## src/rtl/core/kba_pkg.sv

```systemverilog
// ----------------------------------------------------------------------------
// kba_pkg
// Shared types, constants and key decode functions of the keystroke barcode
// assembler.
// ----------------------------------------------------------------------------
package kba_pkg;

   localparam int STORE_DEPTH_DEF = 64;

   localparam int CHAR_W     = 7;
   localparam int KEY_W      = 8;
   localparam int TIME_W     = 32;
   localparam int GAP_W      = 16;
   localparam int LEN_W      = 7;
   localparam int CSR_IDX_W  = 2;
   localparam int CSR_DATA_W = 16;

   // register indexes
   localparam logic [CSR_IDX_W-1:0] CSR_MAX_GAP = 2'd0;
   localparam logic [CSR_IDX_W-1:0] CSR_MIN_LEN = 2'd1;
   localparam logic [CSR_IDX_W-1:0] CSR_MAX_LEN = 2'd2;

   // register reset values
   localparam logic [GAP_W-1:0] MAX_GAP_RST = 16'd180;
   localparam logic [LEN_W-1:0] MIN_LEN_RST = 7'd7;
   localparam logic [LEN_W-1:0] MAX_LEN_RST = 7'd60;

   // virtual-key codes
   localparam logic [KEY_W-1:0] KEY_TAB     = 8'h09;
   localparam logic [KEY_W-1:0] KEY_ENTER   = 8'h0D;
   localparam logic [KEY_W-1:0] KEY_SHIFT   = 8'h10;
   localparam logic [KEY_W-1:0] KEY_MENU    = 8'h12;
   localparam logic [KEY_W-1:0] KEY_LWIN    = 8'h5B;
   localparam logic [KEY_W-1:0] KEY_RWIN    = 8'h5C;
   localparam logic [KEY_W-1:0] KEY_LSHIFT  = 8'hA0;
   localparam logic [KEY_W-1:0] KEY_RMENU   = 8'hA5;
   localparam logic [KEY_W-1:0] KEY_DIGIT0  = 8'h30;
   localparam logic [KEY_W-1:0] KEY_DIGIT9  = 8'h39;
   localparam logic [KEY_W-1:0] KEY_PAD0    = 8'h60;
   localparam logic [KEY_W-1:0] KEY_PAD9    = 8'h69;
   localparam logic [KEY_W-1:0] KEY_A       = 8'h41;
   localparam logic [KEY_W-1:0] KEY_Z       = 8'h5A;
   localparam logic [KEY_W-1:0] KEY_MINUS   = 8'hBD;

   localparam logic [KEY_W-1:0]  LOWER_OFS  = 8'd32;
   localparam logic [CHAR_W-1:0] ASCII_MINUS = 7'h2D;
   localparam logic [CHAR_W-1:0] CHAR_NONE   = 7'h00;

   typedef enum logic {
      ST_IDLE,
      ST_EMIT
   } state_type;

   function automatic logic is_modifier(input logic [KEY_W-1:0] k);
      return (k >= KEY_SHIFT && k <= KEY_MENU) || k == KEY_LWIN || k == KEY_RWIN ||
             (k >= KEY_LSHIFT && k <= KEY_RMENU);
   endfunction

   // ASCII character of a key, CHAR_NONE when the key has none
   function automatic logic [CHAR_W-1:0] key_to_char(input logic [KEY_W-1:0] k);
      logic [KEY_W-1:0] t;
      t = KEY_DIGIT0;
      if (k >= KEY_DIGIT0 && k <= KEY_DIGIT9) begin
         t = k;
      end else if (k >= KEY_PAD0 && k <= KEY_PAD9) begin
         t = k - KEY_PAD0 + KEY_DIGIT0;
      end else if (k >= KEY_A && k <= KEY_Z) begin
         t = k + LOWER_OFS;
      end else if (k == KEY_MINUS) begin
         t = {1'b0, ASCII_MINUS};
      end else begin
         t = {1'b0, CHAR_NONE};
      end
      return t[CHAR_W-1:0];
   endfunction

endpackage

```

## src/rtl/core/keystroke_barcode_assembler_core.sv

```systemverilog
// ----------------------------------------------------------------------------
// keystroke_barcode_assembler_core
// Assembles key-down events into scanner-style codes and emits them one
// character per result.
// ----------------------------------------------------------------------------
// Usage:
//   req_*  : one key event per transfer (code, release flag, ms timestamp).
//   rsp_*  : one character per transfer; rsp_last_char marks the end of a code.
//   csr_*  : register writes (0 max gap, 1 min length, 2 max length), always
//            ready; other indexes are ignored. Write only while idle.
// Timing:
//   A non-terminator key is taken while req_ready stays high.
//   A terminator that emits N characters holds req_ready low until all N
//   are read from the store, one entry per cycle while the pipeline has room
//   (single read port). The first character reaches rsp through the read data
//   and output registers, then one per cycle while rsp_ready is high.
//   A stalled receiver backs up a two-entry pipeline (read data, output
//   register), which stalls the store reads; nothing is dropped. The next key
//   may be taken while the tail of a code is still waiting on rsp.
// Reset:
//   Clears the count, last key time, emit state, read-data valid and output
//   valid; registers return to 180 / 7 / 60. The store needs no clearing.
// ----------------------------------------------------------------------------
module keystroke_barcode_assembler_core #(
   parameter int STORE_DEPTH = kba_pkg::STORE_DEPTH_DEF
) (
   input  logic                             clock,
   input  logic                             reset,
   input  logic                             req_valid,
   output logic                             req_ready,
   input  logic [kba_pkg::KEY_W-1:0]        req_key_code,
   input  logic                             req_key_release,
   input  logic [kba_pkg::TIME_W-1:0]       req_time_ms,
   output logic                             rsp_valid,
   input  logic                             rsp_ready,
   output logic [kba_pkg::CHAR_W-1:0]       rsp_code_char,
   output logic                             rsp_last_char,
   input  logic                             csr_valid,
   output logic                             csr_ready,
   input  logic [kba_pkg::CSR_IDX_W-1:0]    csr_index,
   input  logic [kba_pkg::CSR_DATA_W-1:0]   csr_wdata
);

   localparam int ADDR_W = $clog2(STORE_DEPTH);
   localparam int CNT_W  = $clog2(STORE_DEPTH + 1);
   localparam int CMP_W  = (CNT_W > kba_pkg::LEN_W) ? CNT_W : kba_pkg::LEN_W;

   kba_pkg::state_type state_ff, state_in;

   logic [kba_pkg::GAP_W-1:0]  max_gap_ff, max_gap_in;
   logic [kba_pkg::LEN_W-1:0]  min_len_ff, min_len_in;
   logic [kba_pkg::LEN_W-1:0]  max_len_ff, max_len_in;
   logic [CNT_W-1:0]           count_ff, count_in;
   logic [kba_pkg::TIME_W-1:0] last_time_ff, last_time_in;
   logic [CNT_W-1:0]           emit_len_ff, emit_len_in;
   logic [ADDR_W-1:0]          idx_ff, idx_in;
   logic                       s1_valid_ff, s1_valid_in;
   logic                       s1_last_ff, s1_last_in;
   logic                       rsp_valid_ff, rsp_valid_in;
   logic [kba_pkg::CHAR_W-1:0] rsp_char_ff, rsp_char_in;
   logic                       rsp_last_ff, rsp_last_in;

   logic                       req_fire, key_down, is_term, is_mod;
   logic [kba_pkg::CHAR_W-1:0] key_char;
   logic [kba_pkg::TIME_W-1:0] gap;
   logic                       gap_over, can_append, start_emit;
   logic [CNT_W-1:0]           count_base;
   logic                       rsp_load, rd_en, rd_last;
   logic                       wr_en;
   logic [kba_pkg::CHAR_W-1:0] rd_data;

   // ---------------- configuration ----------------
   assign csr_ready = 1'b1;

   always_comb begin
      max_gap_in = max_gap_ff;
      min_len_in = min_len_ff;
      max_len_in = max_len_ff;
      if (csr_valid) begin
         unique case (csr_index)
            kba_pkg::CSR_MAX_GAP: max_gap_in = csr_wdata;
            kba_pkg::CSR_MIN_LEN: min_len_in = csr_wdata[kba_pkg::LEN_W-1:0];
            kba_pkg::CSR_MAX_LEN: max_len_in = csr_wdata[kba_pkg::LEN_W-1:0];
            default: ;
         endcase
      end
   end

   // ---------------- key decode ----------------
   assign req_fire = req_valid && req_ready;
   assign key_down = req_fire && !req_key_release;
   assign is_term  = (req_key_code == kba_pkg::KEY_ENTER) ||
                     (req_key_code == kba_pkg::KEY_TAB);
   assign is_mod   = kba_pkg::is_modifier(req_key_code);
   assign key_char = kba_pkg::key_to_char(req_key_code);

   // wrapping 32-bit gap
   assign gap        = req_time_ms - last_time_ff;
   assign gap_over   = (count_ff != '0) &&
                       (gap > {{(kba_pkg::TIME_W-kba_pkg::GAP_W){1'b0}}, max_gap_ff});
   assign count_base = gap_over ? '0 : count_ff;
   assign can_append = (CMP_W'(count_base) < CMP_W'(max_len_ff)) &&
                       (CMP_W'(count_base) < CMP_W'(STORE_DEPTH));

   assign start_emit = key_down && is_term && (count_ff != '0) &&
                       (CMP_W'(count_ff) >= CMP_W'(min_len_ff));

   assign wr_en = key_down && !is_term && !is_mod &&
                  (key_char != kba_pkg::CHAR_NONE) && can_append;

   always_comb begin
      count_in     = count_ff;
      last_time_in = last_time_ff;
      if (key_down) begin
         priority if (is_term) begin
            count_in = '0;
         end else if (is_mod) begin
            count_in = count_ff;
         end else begin
            last_time_in = req_time_ms;
            if (key_char == kba_pkg::CHAR_NONE) begin
               count_in = '0;
            end else if (can_append) begin
               count_in = count_base + CNT_W'(1);
            end else begin
               count_in = count_base;
            end
         end
      end
   end

   // ---------------- emit sequencer ----------------
   assign rsp_load = !rsp_valid_ff || rsp_ready;
   assign rd_last  = (CNT_W'(idx_ff) + CNT_W'(1)) == emit_len_ff;

   always_comb begin
      state_in = state_ff;
      unique case (state_ff)
         kba_pkg::ST_IDLE: begin
            if (start_emit) begin
               state_in = kba_pkg::ST_EMIT;
            end
         end
         kba_pkg::ST_EMIT: begin
            if (rd_en && rd_last) begin
               state_in = kba_pkg::ST_IDLE;
            end
         end
         default: state_in = kba_pkg::ST_IDLE;
      endcase
   end

   always_comb begin
      req_ready = 1'b0;
      rd_en     = 1'b0;
      unique case (state_ff)
         kba_pkg::ST_IDLE: req_ready = 1'b1;
         kba_pkg::ST_EMIT: rd_en     = !s1_valid_ff || rsp_load;
         default: ;
      endcase
   end

   always_comb begin
      emit_len_in = emit_len_ff;
      idx_in      = idx_ff;
      if (start_emit) begin
         emit_len_in = count_ff;
         idx_in      = '0;
      end else if (rd_en) begin
         idx_in = idx_ff + ADDR_W'(1);
      end
   end

   // read data stage, then output register
   always_comb begin
      s1_valid_in = s1_valid_ff;
      s1_last_in  = s1_last_ff;
      if (rd_en) begin
         s1_valid_in = 1'b1;
         s1_last_in  = rd_last;
      end else if (rsp_load) begin
         s1_valid_in = 1'b0;
      end
      rsp_valid_in = rsp_valid_ff;
      rsp_char_in  = rsp_char_ff;
      rsp_last_in  = rsp_last_ff;
      if (rsp_load) begin
         rsp_valid_in = s1_valid_ff;
         rsp_char_in  = rd_data;
         rsp_last_in  = s1_last_ff;
      end
   end

   kba_char_store #(
      .STORE_DEPTH (STORE_DEPTH)
   ) u_store (
      .clock   (clock),
      .wr_en   (wr_en),
      .wr_addr (count_base[ADDR_W-1:0]),
      .wr_data (key_char),
      .rd_en   (rd_en),
      .rd_addr (idx_ff),
      .rd_data (rd_data)
   );

   // ---------------- registers ----------------
   always_ff @(posedge clock) begin
      if (reset) begin
         state_ff     <= kba_pkg::ST_IDLE;
         max_gap_ff   <= kba_pkg::MAX_GAP_RST;
         min_len_ff   <= kba_pkg::MIN_LEN_RST;
         max_len_ff   <= kba_pkg::MAX_LEN_RST;
         count_ff     <= '0;
         last_time_ff <= '0;
         s1_valid_ff  <= 1'b0;
         rsp_valid_ff <= 1'b0;
      end else begin
         state_ff     <= state_in;
         max_gap_ff   <= max_gap_in;
         min_len_ff   <= min_len_in;
         max_len_ff   <= max_len_in;
         count_ff     <= count_in;
         last_time_ff <= last_time_in;
         s1_valid_ff  <= s1_valid_in;
         rsp_valid_ff <= rsp_valid_in;
      end
   end

   always_ff @(posedge clock) begin
      emit_len_ff <= emit_len_in;
      idx_ff      <= idx_in;
      s1_last_ff  <= s1_last_in;
      rsp_char_ff <= rsp_char_in;
      rsp_last_ff <= rsp_last_in;
   end

   assign rsp_valid     = rsp_valid_ff;
   assign rsp_code_char = rsp_char_ff;
   assign rsp_last_char = rsp_last_ff;

   // ---------------- assertions ----------------
   a_count_in_range: assert property (@(posedge clock) disable iff (reset)
      CMP_W'(count_ff) <= CMP_W'(STORE_DEPTH))
      else $error("character count above store depth");

   a_idx_below_len: assert property (@(posedge clock) disable iff (reset)
      state_ff == kba_pkg::ST_EMIT |-> CNT_W'(idx_ff) < emit_len_ff)
      else $error("read index past end of code");

   a_read_has_room: assert property (@(posedge clock) disable iff (reset)
      rd_en |-> (!s1_valid_ff || rsp_load))
      else $error("store read would overwrite pending read data");

   a_last_ends_emit: assert property (@(posedge clock) disable iff (reset)
      rd_en && rd_last |=> state_ff == kba_pkg::ST_IDLE && s1_valid_ff && s1_last_ff)
      else $error("final read did not close the code");

endmodule

```

## src/rtl/core/kba_char_store.sv

```systemverilog
// ----------------------------------------------------------------------------
// kba_char_store
// Character store: one write port, one read port with registered read data.
// ----------------------------------------------------------------------------
module kba_char_store #(
   parameter int STORE_DEPTH = kba_pkg::STORE_DEPTH_DEF,
   localparam int ADDR_W = $clog2(STORE_DEPTH)
) (
   input  logic                        clock,
   input  logic                        wr_en,
   input  logic [ADDR_W-1:0]           wr_addr,
   input  logic [kba_pkg::CHAR_W-1:0]  wr_data,
   input  logic                        rd_en,
   input  logic [ADDR_W-1:0]           rd_addr,
   output logic [kba_pkg::CHAR_W-1:0]  rd_data
);

   logic [kba_pkg::CHAR_W-1:0] mem [STORE_DEPTH];
   logic [kba_pkg::CHAR_W-1:0] rd_data_ff;

   always_ff @(posedge clock) begin
      if (wr_en) begin
         mem[wr_addr] <= wr_data;
      end
   end

   // read data holds while rd_en is low
   always_ff @(posedge clock) begin
      if (rd_en) begin
         rd_data_ff <= mem[rd_addr];
      end
   end

   assign rd_data = rd_data_ff;

endmodule

```

## config.mk

```make
export PLATFORM = sky130hd
export DESIGN_NAME = keystroke_barcode_assembler_core
export DESIGN_NICKNAME = d
export VERILOG_FILES = /design/src/rtl/core/kba_pkg.sv /design/src/rtl/core/keystroke_barcode_assembler_core.sv /design/src/rtl/core/kba_char_store.sv
export SDC_FILE = /design/constraint.sdc
export NUM_CORES = 1
export LEC_CHECK = 0
export BUFFER_PORTS_ARGS = -buffer_cell sky130_fd_sc_hd__buf_2
export CORE_ASPECT_RATIO = 1.75
export CORE_MARGIN = 10
export CORE_UTILIZATION = 33
export DETAILED_ROUTE_END_ITERATION = 6
export GPL_TIMING_DRIVEN = 0
export MAX_ROUTING_LAYER = met4
export PLACE_DENSITY = 0.58
export SYNTH_ARGS = -nofsm -noshare
export SYNTH_HDL_FRONTEND = slang
export SYNTH_HIERARCHICAL = 1
export SYNTH_SLANG_ARGS = --single-unit
```

## constraint.sdc

```tcl
create_clock -name clock -period 18.58 [get_ports clock]
set_input_delay 1.858 -clock clock [delete_from_list [all_inputs] [get_ports clock]]
set_output_delay 1.858 -clock clock [all_outputs]
set_load 0.01 [all_outputs]
```

==> flow_metrics.env <==
export IMPL_synthMuxAreaShare=0.125
export IMPL_cp_arrival_ns=10.52
export IMPL_drive_gt1_frac=0.186
export IMPL_synthTopCellsByCount="471 x edfxtp_1, 166 x nor2_1, 112 x mux4_2"
export IMPL_gr_total_overflow=0
export IMPL_path_clk_slew_ns=0.06
export IMPL_clock_sinks=549
export IMPL_grt_max_degree=60
export IMPL_startpoint="req_time_ms[4]"
export IMPL_gp_congestion=0.946
export IMPL_worst_setup_path_end_kind="register"
export IMPL_irDropWorstVdd_mv=0.0782
export IMPL_postSynthCellCount=1723
export IMPL_avgSynthCellArea_um2=14.5
export IMPL_relSlewSlack=0.153
export IMPL_crit_family="simple AND/OR/NAND/NOR gates"
export IMPL_cts_buffers=52
export IMPL_p_per_area_nw_per_um2=93.5
export IMPL_reg2reg_slack_ns=9.30
export IMPL_cellLeakagePower_uw=0.00899
export IMPL_setup_violations=0
export IMPL_wl_um=67900
export IMPL_hold_buffers=0
export IMPL_finalMaxSlewViolations=0
export IMPL_ant_nets=0
export IMPL_antenna_found_initial=4
export IMPL_path_class="primary input to register"
export IMPL_rr_endpoint="u_store/mem[47][3]"
export IMPL_synthXorXnorAreaFrac=0.0130
export IMPL_async_flop_share=0
export IMPL_dp_hpwl_um=50500
export IMPL_via_count=15297
export IMPL_hold_path_class="register to register"
export IMPL_crit_buf_inv=1
export IMPL_cts_tree="built"
export IMPL_design_die_area_um2=87600
export IMPL_io_buffers=70
export IMPL_synth_top_cells_by_area="edfxtp_1 57%, mux4_2 10%, dfxtp_1 6.2%"
export IMPL_start_util=0.333
export IMPL_power_uw=2680
export IMPL_cts_root_buffer="clkbuf_16"
export IMPL_post_cts_buffers=0
export IMPL_reg2reg_from="last_time_ff[4]"
export IMPL_syn_to_final_growth_pct=14.6
export IMPL_seq_area_frac_synth=0.628
export IMPL_synth_simple_area_share=0.0871
export IMPL_path_depth=27
export IMPL_yosysUniqueCellTypes=96
export IMPL_yosys_cell_count_top_type="edfxtp_1"
export IMPL_grt_pass1_wl_um=101000
export IMPL_die_w_um=228
export IMPL_hold_viol=0
export IMPL_drc=0
export IMPL_cp_required_ns=18.80
export IMPL_synth_top_area_cell="edfxtp_1"
export IMPL_setup_tns_ns=0
export IMPL_core_area_um2=75100
export IMPL_die_h_um=384
export IMPL_ys_seq_elements=549
export IMPL_synth_edff_count=471
export IMPL_slowest_stage="nor2_1"
export IMPL_cts_path_max_buffers=3
export IMPL_via_per_inst=5.25
export IMPL_status="completed"
export IMPL_drt_iter0_drc=1242
export IMPL_track_usage=0.157
export IMPL_syn_area_um2=25000
export IMPL_cts_htree_levels=2
export IMPL_critPathMaxFanout=8
export IMPL_r2r_cells=27
export IMPL_rsz0062_at_grt="false"
export IMPL_pin_count=75
export IMPL_finalNetCount=1991
export IMPL_fin_crit_sh=0.554
export IMPL_critPathCapture="u_store/mem[47][3]"
export IMPL_synth_compound_area_share=0.0801
export IMPL_clk_latency_ns=0.61
export IMPL_first_pass_iters=5
export IMPL_num_rows=133
export IMPL_critPathMaxStageDelay_ns=0.99
export IMPL_grt_pass1_vias=15961
export IMPL_synth_top_family_by_area="multiplexers"
export IMPL_drv_cap=0
export IMPL_cts_repair_resized=0
export IMPL_start_kind="primary input"
export IMPL_synth_warnings=6
export IMPL_wl_per_cell_um=23.3
export IMPL_ys_flop_type="edfxtp_1"
export IMPL_worst_slew_pin_transition_ns=1.26
export IMPL_finalCriticalPeriod_ns=10.30
export IMPL_fmax_mhz=97.1
export IMPL_netlist_area_leader_share=0.566
export IMPL_synthAdderAreaFrac=0.0358
export IMPL_syn_nets=1858
export IMPL_skew_ns=0.0250
metrics by stage:
step | setup slack, ns | hold slack [ns] | area, um^2 | std cells | utilization
final | 8.28 | 0.418 | 28600 | 2911 | 0.382
after global routing | 7.95 | 0.421 | 28600 | 2911 | 0.382
after CTS | 8.48 | 0.419 | 28600 | 2909 | 0.381
after detailed placement | 7.85 | 0.405 | 26800 | 2814 | 0.357
after global placement | 7.89 | 0.403 | 26600 | 2805 | 0.355
after floorplan | 10.48 | 0.400 | 25000 | 1723 | -
registers in the layout, summed over array words and instances, names as in the netlist:
register and count:
emit_len_ff 7, min_len_ff 7, count_ff 7, rsp_last_char 1
last_time_ff 32, max_len_ff 7, idx_ff 6, s1_last_ff 1
max_gap_ff 16, s1_valid_ff 1, state_ff 1, rsp_valid 1
rsp_code_char 7, u_store/rd_data 7, u_store/mem 448
cells in the final DEF, fill, tap and decap left out, types with 30 or more instances in the layout:
cell,instances
a21oi_1,70
buf_2,89
clkbuf_1,48
clkbuf_16,52
dfxtp_1,78
edfxtp_1,471
ha_1,70
inv_1,81
mux2i_1,58
mux4_2,112
nand2_1,101
nand3_1,30
nor2_1,166
o21ai_0,40
worst register-to-register path, delay by kind of cell, from the launching register on:
kind                       cells  cell delay [ns]
AOI/OAI and AO/OA             10             2.39
DFF                            1             0.33
buffers and inverters          1             0.05
xor gates and xnor gates       1             0.38
adders and majority gates      3             1.03
and+or+nand+nor               12             4.71
power by group:
part           internal (uW)  switching, uW  leakage [uW]
Sequential              1350           3.93       0.00427
Combinational           75.4            129       0.00384
Clock                    661            462      0.000876
Total                   2080            595       0.00899
how the worst min path moves through the flow:
| stage | startpoint | slack [ns] | cells past startpoint | end |
|---|---|---|---|---|
| 4_1_cts | u_store/rd_data[2] | 0.42 | 0 | rsp_code_char[2] |
| 3_3_place_gp | u_store/rd_data[6] | 0.40 | 0 | rsp_code_char[6] |
| 6_report | u_store/rd_data[2] | 0.42 | 0 | rsp_code_char[2] |
| 5_1_grt | u_store/rd_data[5] | 0.42 | 0 | rsp_code_char[5] |
| 2_1_floorplan | u_store/rd_data[0] | 0.40 | 0 | rsp_code_char[0] |
| 3_5_place_dp | u_store/rd_data[2] | 0.40 | 0 | rsp_code_char[2] |
final cells by class:
class                           count  area, um^2
Inverter                           83         312
Antenna cell                        2        5.00
Buffer                             81         447
Tap cell                         1012        1270
Multi-Input combinational cell   1010        8550
Fill cell                        7081       46400
Timing Repair Buffer               79         548
Clock buffer                       63        1350
Sequential cell                   549       15700
Clock inverter                     32         448
cell families after synthesis:
logic type	Yosys count
flip-flops	549
multiplexers	172
buffers and inverters	164
AO/OA/AOI/OAI	292
other	1
AND/OR/NAND/NOR	437
XOR/XNOR	37
adder cells (fa/ha/maj)	71
routing by layer:
metal | GRT usage | routed length (um) | part of all wire | up-vias
met5 | - | 0 | 0 | -
met4 | 0.0785 | 3510 | 0.052 | 0
met3 | 0.0252 | 3210 | 0.047 | 151
met2 | 0.298 | 37900 | 0.56 | 491
met1 | 0.150 | 23300 | 0.34 | 7718
li1 | - | - | - | 6937
(Power assumes the default switching activity.)
